<file path="src/rtl/pidci_pkg.sv">
// ----------------------------------------------------------------------------
// PID conditional-integration package
// Shared widths, payload structs, register indexes and the microcode ROM of
// the sequenced PID datapath.
// ----------------------------------------------------------------------------
package pidci_pkg;

    localparam int SAMPLE_W   = 16;
    localparam int ERR_W      = SAMPLE_W + 1;
    localparam int DIFF_W     = SAMPLE_W + 2;
    localparam int SUM_W      = 32;
    localparam int GAIN_W     = 16;
    localparam int DIV_W      = 16;
    localparam int LIM_W      = 15;
    localparam int DRIVE_W    = 16;
    localparam int ACC_W      = 48;
    localparam int CFG_IDX_W  = 3;
    localparam int CFG_DATA_W = 16;
    localparam int PC_W       = 3;

    // Configuration register indexes
    localparam logic [CFG_IDX_W-1:0] REG_KP_GAIN     = 3'd0;
    localparam logic [CFG_IDX_W-1:0] REG_KI_GAIN     = 3'd1;
    localparam logic [CFG_IDX_W-1:0] REG_KD_GAIN     = 3'd2;
    localparam logic [CFG_IDX_W-1:0] REG_OUT_DIVISOR = 3'd3;
    localparam logic [CFG_IDX_W-1:0] REG_MAX_OUTPUT  = 3'd4;

    typedef struct packed {
        logic signed [SAMPLE_W-1:0] setpoint;
        logic signed [SAMPLE_W-1:0] feedback;
    } in_t;

    typedef struct packed {
        logic signed [DRIVE_W-1:0] drive;
        logic                      saturated;
    } out_t;

    typedef enum logic [1:0] {
        GSEL_KP,
        GSEL_KI,
        GSEL_KD
    } gain_sel_t;

    typedef enum logic [1:0] {
        OSEL_ERR,
        OSEL_DIFF,
        OSEL_SUM
    } opnd_sel_t;

    typedef enum logic [1:0] {
        ACC_HOLD,
        ACC_LOAD,
        ACC_ADD
    } acc_op_t;

    typedef enum logic [1:0] {
        JMP_NONE,
        JMP_NO_INPUT,
        JMP_DIV_BUSY,
        JMP_OUT_FULL
    } jmp_t;

    typedef struct packed {
        logic             accept;
        logic             mul_en;
        gain_sel_t        gain_sel;
        opnd_sel_t        opnd_sel;
        acc_op_t          acc_op;
        logic             div_start;
        logic             finish;
        jmp_t             jmp;
        logic [PC_W-1:0]  target;
    } ucode_t;

    // Step addresses
    localparam logic [PC_W-1:0] UC_IDLE  = 3'd0;
    localparam logic [PC_W-1:0] UC_MUL_P = 3'd1;
    localparam logic [PC_W-1:0] UC_MUL_D = 3'd2;
    localparam logic [PC_W-1:0] UC_MUL_I = 3'd3;
    localparam logic [PC_W-1:0] UC_ACC   = 3'd4;
    localparam logic [PC_W-1:0] UC_DIV   = 3'd5;
    localparam logic [PC_W-1:0] UC_WAIT  = 3'd6;
    localparam logic [PC_W-1:0] UC_DONE  = 3'd7;

    // Microcode ROM: a taken jump goes to target, otherwise step to pc + 1.
    function automatic ucode_t ucode_rom(input logic [PC_W-1:0] pc);
        ucode_t uc;
        uc = '{accept: 1'b0, mul_en: 1'b0, gain_sel: GSEL_KP, opnd_sel: OSEL_ERR,
               acc_op: ACC_HOLD, div_start: 1'b0, finish: 1'b0, jmp: JMP_NONE,
               target: UC_IDLE};
        unique case (pc)
            UC_IDLE: begin
                uc.accept = 1'b1;
                uc.jmp    = JMP_NO_INPUT;
                uc.target = UC_IDLE;
            end
            UC_MUL_P: begin
                uc.mul_en   = 1'b1;
                uc.gain_sel = GSEL_KP;
                uc.opnd_sel = OSEL_ERR;
            end
            UC_MUL_D: begin
                uc.mul_en   = 1'b1;
                uc.gain_sel = GSEL_KD;
                uc.opnd_sel = OSEL_DIFF;
                uc.acc_op   = ACC_LOAD;
            end
            UC_MUL_I: begin
                uc.mul_en   = 1'b1;
                uc.gain_sel = GSEL_KI;
                uc.opnd_sel = OSEL_SUM;
                uc.acc_op   = ACC_ADD;
            end
            UC_ACC: begin
                uc.acc_op = ACC_ADD;
            end
            UC_DIV: begin
                uc.div_start = 1'b1;
            end
            UC_WAIT: begin
                uc.jmp    = JMP_DIV_BUSY;
                uc.target = UC_WAIT;
            end
            UC_DONE: begin
                uc.finish = 1'b1;
                uc.jmp    = JMP_OUT_FULL;
                uc.target = UC_DONE;
            end
        endcase
        return uc;
    endfunction

endpackage

</file>
<file path="src/rtl/pidci_div.sv">
// ----------------------------------------------------------------------------
// PID serial divider
// Unsigned restoring divider, two quotient bits per cycle.
// ----------------------------------------------------------------------------
module pidci_div (
    input  logic                        aclk,
    input  logic                        aresetn,
    input  logic                        start,
    input  logic [pidci_pkg::ACC_W-1:0] dividend,
    input  logic [pidci_pkg::DIV_W-1:0] divisor,
    output logic                        busy,
    output logic [pidci_pkg::ACC_W-1:0] quotient
);

    localparam int QW    = pidci_pkg::ACC_W;
    localparam int DW    = pidci_pkg::DIV_W;
    localparam int STEPS = QW / 2;
    localparam int CNT_W = $clog2(STEPS);

    logic             busy_reg, busy_next;
    logic [CNT_W-1:0] cnt_reg, cnt_next;
    logic [QW-1:0]    quo_reg, quo_next;
    logic [DW-1:0]    rem_reg, rem_next;
    logic [DW-1:0]    dsr_reg, dsr_next;

    logic [DW:0] t1, t2, r1, r2;
    logic        ge1, ge2;

    always_comb begin
        t1  = {rem_reg, quo_reg[QW-1]};
        ge1 = t1 >= {1'b0, dsr_reg};
        r1  = ge1 ? t1 - {1'b0, dsr_reg} : t1;
        t2  = {r1[DW-1:0], quo_reg[QW-2]};
        ge2 = t2 >= {1'b0, dsr_reg};
        r2  = ge2 ? t2 - {1'b0, dsr_reg} : t2;

        busy_next = busy_reg;
        cnt_next  = cnt_reg;
        quo_next  = quo_reg;
        rem_next  = rem_reg;
        dsr_next  = dsr_reg;
        if (start) begin
            busy_next = 1'b1;
            cnt_next  = '0;
            quo_next  = dividend;
            rem_next  = '0;
            dsr_next  = divisor;
        end else if (busy_reg) begin
            quo_next = {quo_reg[QW-3:0], ge1, ge2};
            rem_next = r2[DW-1:0];
            cnt_next = cnt_reg + 1'b1;
            if (cnt_reg == CNT_W'(STEPS - 1)) begin
                busy_next = 1'b0;
            end
        end
    end

    always_ff @(posedge aclk) begin
        if (!aresetn) begin
            busy_reg <= 1'b0;
            cnt_reg  <= '0;
        end else begin
            busy_reg <= busy_next;
            cnt_reg  <= cnt_next;
        end
    end

    always_ff @(posedge aclk) begin
        quo_reg <= quo_next;
        rem_reg <= rem_next;
        dsr_reg <= dsr_next;
    end

    assign busy     = busy_reg;
    assign quotient = quo_reg;

endmodule

</file>
<file path="src/rtl/pid_conditional_integration.sv">
// ----------------------------------------------------------------------------
// PID controller with conditional-integration anti-windup
// Microcoded fixed-point PID: one shared multiplier, one accumulator and a
// serial divider, sequenced by a small control ROM.
// ----------------------------------------------------------------------------
//
//  channel  | ports                          | moves
//  ---------+--------------------------------+---------------------------------
//  input    | s_valid, s_ready, s_data       | setpoint and feedback sample
//  result   | m_valid, m_ready, m_data       | clamped drive and saturated flag
//  config   | cfg_wr_en, cfg_index, cfg_data | gain, divisor and limit writes
//
//  A transaction runs from acceptance to result through one accept step,
//  four multiply/accumulate steps, a divider start, the wait on the
//  24-step radix-4 divider until it is no longer busy, and one finish step.
//  A new transaction is taken as soon as the sequencer is back at its idle
//  step, even while the previous result still waits in the output register.
//  The finish step stalls only while that output register is still full.
//  Reset is synchronous, active low; it restores the register defaults and
//  clears the integral and the previous error.
// ----------------------------------------------------------------------------
module pid_conditional_integration (
    input  logic                                aclk,
    input  logic                                aresetn,

    input  logic                                s_valid,
    output logic                                s_ready,
    input  pidci_pkg::in_t                      s_data,

    output logic                                m_valid,
    input  logic                                m_ready,
    output pidci_pkg::out_t                     m_data,

    input  logic                                cfg_wr_en,
    input  logic [pidci_pkg::CFG_IDX_W-1:0]     cfg_index,
    input  logic [pidci_pkg::CFG_DATA_W-1:0]    cfg_data
);

    localparam int ERR_W   = pidci_pkg::ERR_W;
    localparam int DIFF_W  = pidci_pkg::DIFF_W;
    localparam int SUM_W   = pidci_pkg::SUM_W;
    localparam int GAIN_W  = pidci_pkg::GAIN_W;
    localparam int DIV_W   = pidci_pkg::DIV_W;
    localparam int LIM_W   = pidci_pkg::LIM_W;
    localparam int DRIVE_W = pidci_pkg::DRIVE_W;
    localparam int ACC_W   = pidci_pkg::ACC_W;
    localparam int PC_W    = pidci_pkg::PC_W;

    // ------------------------------------------------------------------
    // Configuration registers
    // ------------------------------------------------------------------
    logic signed [GAIN_W-1:0] kp_reg, ki_reg, kd_reg;
    logic        [DIV_W-1:0]  divisor_reg;
    logic        [LIM_W-1:0]  max_reg;

    always_ff @(posedge aclk) begin
        if (!aresetn) begin
            kp_reg      <= GAIN_W'(256);
            ki_reg      <= '0;
            kd_reg      <= '0;
            divisor_reg <= DIV_W'(256);
            max_reg     <= '1;
        end else if (cfg_wr_en) begin
            unique case (cfg_index)
                pidci_pkg::REG_KP_GAIN:     kp_reg      <= cfg_data;
                pidci_pkg::REG_KI_GAIN:     ki_reg      <= cfg_data;
                pidci_pkg::REG_KD_GAIN:     kd_reg      <= cfg_data;
                pidci_pkg::REG_OUT_DIVISOR: divisor_reg <= cfg_data;
                pidci_pkg::REG_MAX_OUTPUT:  max_reg     <= cfg_data[LIM_W-1:0];
                default: ;  // unmapped index: drop the write
            endcase
        end
    end

    // ------------------------------------------------------------------
    // Sequencer: program counter and control word
    // ------------------------------------------------------------------
    logic [PC_W-1:0]   pc_reg, pc_next;
    pidci_pkg::ucode_t uc;
    logic              jump_taken;
    logic              div_busy;
    logic              out_full;
    logic              in_take;
    logic              fin_en;

    // Output register state, read by the sequencer's stall condition
    logic            m_valid_reg, m_valid_next;
    pidci_pkg::out_t m_data_reg;

    assign uc       = pidci_pkg::ucode_rom(pc_reg);
    assign out_full = m_valid_reg && !m_ready;
    assign in_take  = uc.accept && s_valid;
    assign fin_en   = uc.finish && !out_full;

    always_comb begin
        unique case (uc.jmp)
            pidci_pkg::JMP_NONE:     jump_taken = 1'b0;
            pidci_pkg::JMP_NO_INPUT: jump_taken = !s_valid;
            pidci_pkg::JMP_DIV_BUSY: jump_taken = div_busy;
            pidci_pkg::JMP_OUT_FULL: jump_taken = out_full;
        endcase
        // Fall-through from the finish step wraps back to idle.
        pc_next = jump_taken ? uc.target : pc_reg + 1'b1;
    end

    always_ff @(posedge aclk) begin
        if (!aresetn) begin
            pc_reg <= pidci_pkg::UC_IDLE;
        end else begin
            pc_reg <= pc_next;
        end
    end

    assign s_ready = uc.accept;

    // ------------------------------------------------------------------
    // Error, derivative difference and controller state
    // ------------------------------------------------------------------
    logic signed [ERR_W-1:0]  err_reg, err_next;
    logic signed [DIFF_W-1:0] diff_reg, diff_next;
    logic signed [ERR_W-1:0]  last_err_reg, last_err_next;
    logic signed [SUM_W-1:0]  sum_reg, sum_next;

    always_comb begin
        err_next  = ERR_W'(s_data.setpoint) - ERR_W'(s_data.feedback);
        diff_next = DIFF_W'(err_next) - DIFF_W'(last_err_reg);
    end

    // Capture the sample terms on acceptance; hold them for the item.
    always_ff @(posedge aclk) begin
        if (in_take) begin
            err_reg  <= err_next;
            diff_reg <= diff_next;
        end
    end

    // ------------------------------------------------------------------
    // Shared multiplier and accumulator
    // ------------------------------------------------------------------
    logic signed [GAIN_W-1:0] mul_a;
    logic signed [SUM_W-1:0]  mul_b;
    logic signed [ACC_W-1:0]  prod_reg, prod_next;
    logic signed [ACC_W-1:0]  acc_reg, acc_next;

    always_comb begin
        unique case (uc.gain_sel)
            pidci_pkg::GSEL_KP: mul_a = kp_reg;
            pidci_pkg::GSEL_KI: mul_a = ki_reg;
            pidci_pkg::GSEL_KD: mul_a = kd_reg;
            default:            mul_a = '0;
        endcase
        unique case (uc.opnd_sel)
            pidci_pkg::OSEL_ERR:  mul_b = SUM_W'(err_reg);
            pidci_pkg::OSEL_DIFF: mul_b = SUM_W'(diff_reg);
            pidci_pkg::OSEL_SUM:  mul_b = sum_reg;
            default:              mul_b = '0;
        endcase
        prod_next = ACC_W'(mul_a) * ACC_W'(mul_b);

        // Sum of the three terms stays below 2^47 in magnitude.
        unique case (uc.acc_op)
            pidci_pkg::ACC_HOLD: acc_next = acc_reg;
            pidci_pkg::ACC_LOAD: acc_next = prod_reg;
            pidci_pkg::ACC_ADD:  acc_next = acc_reg + prod_reg;
            default:             acc_next = acc_reg;
        endcase
    end

    always_ff @(posedge aclk) begin
        if (uc.mul_en) begin
            prod_reg <= prod_next;
        end
        acc_reg <= acc_next;
    end

    // ------------------------------------------------------------------
    // Divide the magnitude; the sign of the accumulator restores it later,
    // which gives truncation toward zero.
    // ------------------------------------------------------------------
    logic [ACC_W-1:0] acc_mag;
    logic [DIV_W-1:0] div_eff;
    logic [ACC_W-1:0] quotient;

    assign acc_mag = acc_reg[ACC_W-1] ? ACC_W'(-acc_reg) : ACC_W'(acc_reg);
    assign div_eff = (divisor_reg == '0) ? DIV_W'(1) : divisor_reg;

    pidci_div u_div (
        .aclk     (aclk),
        .aresetn  (aresetn),
        .start    (uc.div_start),
        .dividend (acc_mag),
        .divisor  (div_eff),
        .busy     (div_busy),
        .quotient (quotient)
    );

    // ------------------------------------------------------------------
    // Clamp, conditional integration and result
    // ------------------------------------------------------------------
    logic                      sat;
    logic [DRIVE_W-1:0]        mag_sel;
    logic signed [DRIVE_W-1:0] drive_val;
    logic signed [SUM_W:0]     sum_wide;

    always_comb begin
        // Reaching the limit exactly counts as clamped.
        sat     = quotient >= ACC_W'(max_reg);
        mag_sel = sat ? DRIVE_W'(max_reg) : DRIVE_W'(quotient[LIM_W-1:0]);
        drive_val = acc_reg[ACC_W-1] ? DRIVE_W'(-mag_sel) : DRIVE_W'(mag_sel);

        // Saturating integral update, skipped while clamped.
        sum_wide = (SUM_W+1)'(sum_reg) + (SUM_W+1)'(err_reg);
        if (sum_wide[SUM_W] != sum_wide[SUM_W-1]) begin
            sum_next = sum_wide[SUM_W] ? {1'b1, {(SUM_W-1){1'b0}}}
                                       : {1'b0, {(SUM_W-1){1'b1}}};
        end else begin
            sum_next = sum_wide[SUM_W-1:0];
        end
        if (sat) begin
            sum_next = sum_reg;
        end

        last_err_next = err_reg;
    end

    always_ff @(posedge aclk) begin
        if (!aresetn) begin
            last_err_reg <= '0;
            sum_reg      <= '0;
        end else if (fin_en) begin
            last_err_reg <= last_err_next;
            sum_reg      <= sum_next;
        end
    end

    // Output register: load on finish, drop valid once the result is taken.
    always_comb begin
        m_valid_next = m_valid_reg;
        if (fin_en) begin
            m_valid_next = 1'b1;
        end else if (m_ready) begin
            m_valid_next = 1'b0;
        end
    end

    always_ff @(posedge aclk) begin
        if (!aresetn) begin
            m_valid_reg <= 1'b0;
        end else begin
            m_valid_reg <= m_valid_next;
        end
    end

    always_ff @(posedge aclk) begin
        if (fin_en) begin
            m_data_reg.drive     <= drive_val;
            m_data_reg.saturated <= sat;
        end
    end

    assign m_valid = m_valid_reg;
    assign m_data  = m_data_reg;

endmodule

</file>
<file path="config.mk">
export PLATFORM = sky130hd
export DESIGN_NAME = pid_conditional_integration
export DESIGN_NICKNAME = d
export VERILOG_FILES = /design/src/rtl/pidci_pkg.sv /design/src/rtl/pidci_div.sv /design/src/rtl/pid_conditional_integration.sv
export SDC_FILE = /design/constraint.sdc
export NUM_CORES = 2
export LEC_CHECK = 0
export ABC_AREA = 1
export BUFFER_PORTS_ARGS = -buffer_cell sky130_fd_sc_hd__clkbuf_2
export CAP_MARGIN = 30
export CORE_MARGIN = 8
export CORE_UTILIZATION = 55
export CTS_BUF_LIST = sky130_fd_sc_hd__clkbuf_4 sky130_fd_sc_hd__clkbuf_8
export DETAILED_ROUTE_END_ITERATION = 8
export GPL_ROUTABILITY_DRIVEN = 0
export PLACE_DENSITY = 0.79
export SETUP_SLACK_MARGIN = 0.05
export SLEW_MARGIN = 20
export SYNTH_ARGS = -nofsm -noshare
export SYNTH_HDL_FRONTEND = slang
export SYNTH_SLANG_ARGS = --single-unit
</file>
<file path="constraint.sdc">
create_clock -name aclk -period 7.25 [get_ports aclk]
set_input_delay 0.725 -clock aclk [delete_from_list [all_inputs] [get_ports aclk]]
set_output_delay 0.725 -clock aclk [all_outputs]
set_load 0.005 [all_outputs]
</file>
[Yosys cells after proc, flatten, opt, wreduce, memory -nomap -nowiden]
Index checks and enable logic that the tools add are counted.
Widths: inputs -> output; s select.
Word-level totals
  flip-flop bits (word level): 366
  input port bits: 56
  output and inout port bits: 19
  word-level logic and storage cells: 106
Operators by class
  add/sub/neg operators: 10
  $mul: 1
  $lt $le $gt $ge: 3
  equality and inequality tests: 22
  muxes and demuxes: 25
  bitwise logic cells: 2
  reduce and logical (&&, ||, !) cells: 23
Operator list (number)
  $mux 48: 3
  $pmux 32 s3: 1
  $pmux 48 s2: 1
  $mux 32: 2
  $add 48x48->48: 1
  $ge 48x15->1: 1
  $mul 16x32->48: 1
  $mux 16: 3
  $neg 48->48: 1
  $pmux 16 s3: 1
  $ge 17x16->1: 2
  $add 32x17->33: 1
  $sub 16x16->16: 2
  $pmux 5 s3: 2
  $sub 17x17->18: 1
  $sub 16x16->17: 1
  $logic_not 16->1: 1
  $neg 15->16: 1
  $eq 3x3->1 const B: 5
  $mux 15: 1
  $eq 3x2->1 const B: 4
  $reduce_and 2->1: 6
  $eq 2x2->1 const B: 5
  $eq 2x1->1 const B: 4
  16 further kinds: 35

[Logic depth before layout (Yosys ltp)]
  depth after elaboration: 5
  depth in mapped cells: 39
  depth with buffers taken out: 37

[By module]
From an unflattened synthesis, not the netlist that was laid out.
Second synthesis, totals
  cell total of the unflattened synthesis: 5760
  area total of the unflattened synthesis: 43615.6 um2
Modules (own cells, without submodules)
  pid_conditional_integration: instances 1, cells each 4990, area an instance 37878.8 um2, seq. area each 7086.8 um2
  pidci_div: instances 1, cells each 770, area an instance 5736.8 um2, seq. area each 2362.3 um2

[Worst setup path before layout]
OpenSTA, ideal clock, no wires.
  kind: reg2reg
  start: reg pc_reg[0]
  end: reg prod_reg[44] (data pin)
  setup time: 0.259 ns
  data arrival time: 6.844 ns
  data required time: 6.991 ns
  setup slack: 0.147 ns
  stages on the path, launching flop included: 31
  path buffers: 3
  period minus slack after synthesis: 7.103 ns
  cells stage by stage: dfxtp_1 > ha_1 > ha_1 > clkbuf_1 > nor2_1 > clkbuf_1 > nand2_1 > nand3_1 > clkbuf_1 > nand2_1 > fa_1 > inv_1 > fa_1 > inv_1 > fa_1 > inv_1 > fa_1 > fa_1 > inv_1 > fa_1 > inv_1 > ha_1 > a21oi_1 > inv_1 > a31oi_1 > nor2_1 > nor4_1 > nand3_1 > nand3_1 > nand3_1 > xor2_1
Between the ends
  longest elaborated chain between the ends: 5
  elaborated cells between the ends (all ways): 13
  those cells by class: 1 x mul; 7 x eq/ne; 3 x mux; 2 x reduce/logical
Ends and longest elaborated chain
  start, declared: RTL line pid_conditional_integration.sv:78  | logic [PC_W-1:0] pc_reg, pc_next;
  start signal, assigned: RTL line pid_conditional_integration.sv:108  | pc_reg <= pidci_pkg::UC_IDLE;
  start signal, assigned: RTL line pid_conditional_integration.sv:110  | pc_reg <= pc_next;
  $eq 3x2->1 / $eq 3x1->1 (equally long branches): RTL line pidci_pkg.sv:91  | unique case (pc)
  $pmux 5 s3 (*): RTL line pidci_pkg.sv:91
  $eq 2x2->1 (tied with other cells): RTL line pid_conditional_integration.sv:146  | unique case (uc.gain_sel)
  $pmux 16 s3 / $pmux 32 s3 (equally long branches): RTL line pid_conditional_integration.sv:146, pid_conditional_integration.sv:152
  $mul 16x32->48 (*): RTL line pid_conditional_integration.sv:158  | prod_next = ACC_W'(mul_a) * ACC_W'(mul_b);
  via prod_next[44]: RTL line pid_conditional_integration.sv:142  | logic signed [ACC_W-1:0] prod_reg, prod_next;
  end signal, assigned: RTL line pid_conditional_integration.sv:171  | prod_reg <= prod_next;
  end, declared: RTL line pid_conditional_integration.sv:142
The timed path passes the listed nets; every way through them passes the cells marked *.
A chain may end at the register's enable or synchronous reset.

[Worst setup path in the final report]
  start: reg pc_reg[1]
  end: reg prod_reg[44] (data pin)
Same word-level chain as after synthesis.

==> metrics.yaml <==
status: "complete, but fails checks"
failed_checks: "DRC, setup timing"
die_area_sq_um: 87800
clock_tree_from_tritoncts: "done"
detail-route-antenna-nets: 0
fp.coreArea_sq_um: 77600
crit_path_top_delay_cell: "sky130_fd_sc_hd__fa_1"
cell_family_with_the_largest_share_of_critical_path_delay: "adder cells"
synth-async-reset-ratio_pct: 0
cp_data_required_time_ns: 7.63
worstReg2RegEnd: "prod_reg[44]"
netlist_area_sq_um: 43200
drt_iter0_markers: 5220
grt_antenna_before_repair: 5
grt_overflow_total: 0
clock_latency_ns: 0.67
netlist.top_cell.by_area: "sky130_fd_sc_hd__fa_1"
timing.final.crit_share_pct: 105
worst_ep_arrival_time_ns: 8.02
final.setup.worst_slack_ns: -0.392
cellLeakagePower_nw: 25.7
portBuffers: 74
criticalPathCategory: "flip-flop to flip-flop"
max_cap_viol_count: 0
worstPathMaxFanout: 8
timing_hold_violations_final: 0
grt_first_pass_wirelength_um: 196000
seqPwrFrac_pct: 20.2
totalWireLength_um: 141000
setup.reg_to_reg.worst_slack_ns: -0.39
area.growth.synth_to_final_pct: 16.8
crit_buf_inv: 10
worst_ir_drop_vdd_v: 0.000252
transition_time_at_the_pin_with_the_least_slew_margin_ns: 0.917
post_synth_main_area_contributors: "sky130_fd_sc_hd__fa_1, sky130_fd_sc_hd__edfxtp_1, sky130_fd_sc_hd__nand2_1"
synth-seq-cells: 366
synthesized_instance_count: 5650
drt-wirelength-per-cell_um: 20.1
clkPwrFrac_pct: 15.4
crit_cells: 32
switching_share_pct: 47.3
number_of_remaining_drc_errors: 5
final_critical_period_ns: 7.64
viasPerCell: 5.85
place_hpwl_um: 91700
setup_total_negative_slack_ns: -4.90
worstHoldPathType: "flip-flop to flip-flop"
fin_worst_skew_ns: 0.0504
clock_tree.root_cell: "sky130_fd_sc_hd__clkbuf_8"
power.share.combinational_pct: 64.5
max_freq_ghz: 0.131
htree_num_levels: 3
route.vias.total: 41021
timing.slew.headroom_pct: 38.8
finish.utilization_pct: 65.0
grt_start_max_net_pins: 67
synth_enable_flop_cells: 212
synthesis.nets: 6481
initial_utilization_pct: 55.7
cts_sinks: 366
critical_path_origin: "pc_reg[1]"
drt_first_pass_iters: 9
cp-end-kind: "flip-flop"
rows: 102
net-switching-power_w: 0.00696
grt_pass1_vias: 38812
grt_setup_unrepaired: "true"
synth_cell_types: 71
clk_path_buf_depth: 3
fp.dieW_um: 296
worst_r2r_path_depth: 32
worst_setup_path_endpoint: "prod_reg[44]"
regToRegStartpoint: "pc_reg[1]"
syn_area_per_cell_sq_um: 7.65
powerDensity_nw_per_um2: 291
slew_violations: 0
clock_pin_transition_on_the_worst_setup_and_hold_timing_paths_ns: 0.06
layout.nets: 6748
critical-path-max-stage-delay_ns: 0.63
ys_dominant_reg_cell: "sky130_fd_sc_hd__edfxtp_1"
synth_seq_area_share_pct: 21.9
synthesis.yosys.warnings: 0
boundaryPins: 75
portion_of_synthesized_cell_area_occupied_by_the_leading_cell_type_pct: 22.8
grtUsageTotal_pct: 27.5
finalSetupViolCount: 24
library_cell_appearing_most_often_on_the_critical_path: "sky130_fd_sc_hd__fa_1"
ctsHoldBuffers: 0
p_int_w: 0.00774
inserted_clock_buffers: 66
worstSetupStartpointType: "flip-flop"
drive_gt1_share_pct: 13.1
die_h_um: 296
[Yosys cell counts (5+ instances only)]
master / n
sky130_fd_sc_hd__o21bai_1: 19
sky130_fd_sc_hd__clkbuf_1: 110
sky130_fd_sc_hd__ha_1: 283
sky130_fd_sc_hd__a21oi_4: 11
sky130_fd_sc_hd__o21ai_1: 10
sky130_fd_sc_hd__nor3_1: 49
sky130_fd_sc_hd__o211ai_1: 25
sky130_fd_sc_hd__inv_1: 1160
sky130_fd_sc_hd__edfxtp_1: 212
sky130_fd_sc_hd__nand2_1: 1353
sky130_fd_sc_hd__xor2_1: 125
sky130_fd_sc_hd__or2_2: 21
sky130_fd_sc_hd__dfxtp_1: 154
sky130_fd_sc_hd__a21oi_1: 294
sky130_fd_sc_hd__nor2_1: 428
sky130_fd_sc_hd__nor4_1: 21
sky130_fd_sc_hd__a21boi_0: 10
sky130_fd_sc_hd__o21a_1: 10
sky130_fd_sc_hd__o21ai_0: 316
sky130_fd_sc_hd__a211oi_1: 5
sky130_fd_sc_hd__fa_1: 492
sky130_fd_sc_hd__a31oi_1: 26
sky130_fd_sc_hd__nand4_1: 52
sky130_fd_sc_hd__nor2_2: 7
sky130_fd_sc_hd__o31ai_1: 10
sky130_fd_sc_hd__a21o_1: 19
sky130_fd_sc_hd__nand3_1: 202
sky130_fd_sc_hd__buf_2: 66
sky130_fd_sc_hd__nand2_2: 10
sky130_fd_sc_hd__xnor2_1: 77
[cell families (layout without fill, tap and decap cells)]
kind of cell             count (synthesis)  in the layout  synth area share [%]
other                                    0              3                     0
flip-flops                             366            366                  21.9
XOR/XNOR                               203            203                  4.13
adder cells (fa/ha/maj)                775            775                  31.0
AO/OA/AOI/OAI                          788            788                  10.4
AND/OR/NAND/NOR                       2166           2166                  20.5
buffers and inverters                 1352           1670                  12.1
[layer usage]
| metal | GRT usage [%] | up-vias | part of all wire [%] |
|---|---|---|---|
| met5 | 0 | - | 0.091 |
| met2 | 45.4 | 2799 | 44 |
| met1 | 34.6 | 19113 | 35 |
| met3 | 5.92 | 959 | 13 |
| li1 | - | 18142 | - |
| met4 | 12.4 | 8 | 7.6 |
[cells in the final DEF (no fill, tap or decap), types with 18 or more instances in the layout]
cell	n
sky130_fd_sc_hd__nand2_1	1312
sky130_fd_sc_hd__edfxtp_1	212
sky130_fd_sc_hd__o21ai_0	300
sky130_fd_sc_hd__clkbuf_8	69
sky130_fd_sc_hd__inv_1	1142
sky130_fd_sc_hd__fa_1	477
sky130_fd_sc_hd__o211ai_1	25
sky130_fd_sc_hd__clkbuf_2	73
sky130_fd_sc_hd__o21bai_1	19
sky130_fd_sc_hd__ha_1	255
sky130_fd_sc_hd__a31oi_1	23
sky130_fd_sc_hd__nand3_1	167
sky130_fd_sc_hd__xnor2_1	77
sky130_fd_sc_hd__buf_6	24
sky130_fd_sc_hd__nor2_2	28
sky130_fd_sc_hd__clkbuf_16	20
sky130_fd_sc_hd__nand3_2	19
sky130_fd_sc_hd__xor2_1	125
sky130_fd_sc_hd__nand4_1	52
sky130_fd_sc_hd__a21oi_1	271
sky130_fd_sc_hd__ha_4	24
sky130_fd_sc_hd__a21o_1	19
sky130_fd_sc_hd__buf_12	55
sky130_fd_sc_hd__dfxtp_1	152
sky130_fd_sc_hd__nor4_1	18
sky130_fd_sc_hd__nor3_1	45
sky130_fd_sc_hd__or2_2	21
sky130_fd_sc_hd__buf_4	199
sky130_fd_sc_hd__a21oi_2	23
sky130_fd_sc_hd__nor2_1	396
sky130_fd_sc_hd__nand3_4	18
sky130_fd_sc_hd__nand2_2	42
[worst min-delay path by stage]
stage          depth (start not counted)           endpoint             from
2_1_floorplan                          2          kp_reg[8]        kp_reg[8]
3_3_place_gp                           0   u_div.dsr_reg[5]   divisor_reg[5]
3_5_place_dp                           0  u_div.dsr_reg[14]  divisor_reg[14]
4_1_cts                                3         kp_reg[15]     cfg_data[15]
5_1_grt                                3         kp_reg[15]     cfg_data[15]
6_report                               0   u_div.dsr_reg[1]   divisor_reg[1]
[per-stage QoR]
step           hold WS [ns]  instance area [sq um]  total power, W  worst slack, ns  std cells
2_1_floorplan         0.429                  43200         0.00812            0.147       5650
3_3_place_gp          0.413                  45700          0.0105           -0.126       6744
3_5_place_dp          0.417                  45700          0.0107           -0.269       6747
4_1_cts               0.396                  48100          0.0132           0.0504       6900
5_1_grt               0.416                  50500          0.0156           -0.360       7010
6_report              0.427                  50500          0.0147           -0.392       7011
[power by group through the flow]
stage | Sequential (W) | Combinational (W) | Clock, W
floorplan | 0.00286 | 0.00526 | 0
CTS | 0.00294 | 0.00799 | 0.00227
global route | 0.00298 | 0.0102 | 0.00237
global placement | 0.00298 | 0.00748 | 0
detailed placement | 0.00298 | 0.00768 | 0
finish | 0.00296 | 0.00947 | 0.00226
[cell type report]
cell class | instances | area, sq um
multi-input combinational | 3932 | 29800
fill | 5893 | 27100
sequential | 366 | 9460
inverter | 1165 | 4380
timing repair buffer | 386 | 4070
tap | 1040 | 1300
clock buffer | 83 | 1050
clock inverter | 36 | 432
antenna | 3 | 7.51
[what timing repair did]
item,in CTS,in global routing
endpoints found under the setup margin,22,31
resized for setup,69,255
pin swaps,20,111
setup buffers,24,87
gates cloned,10,21
(Power assumes the default switching activity.)
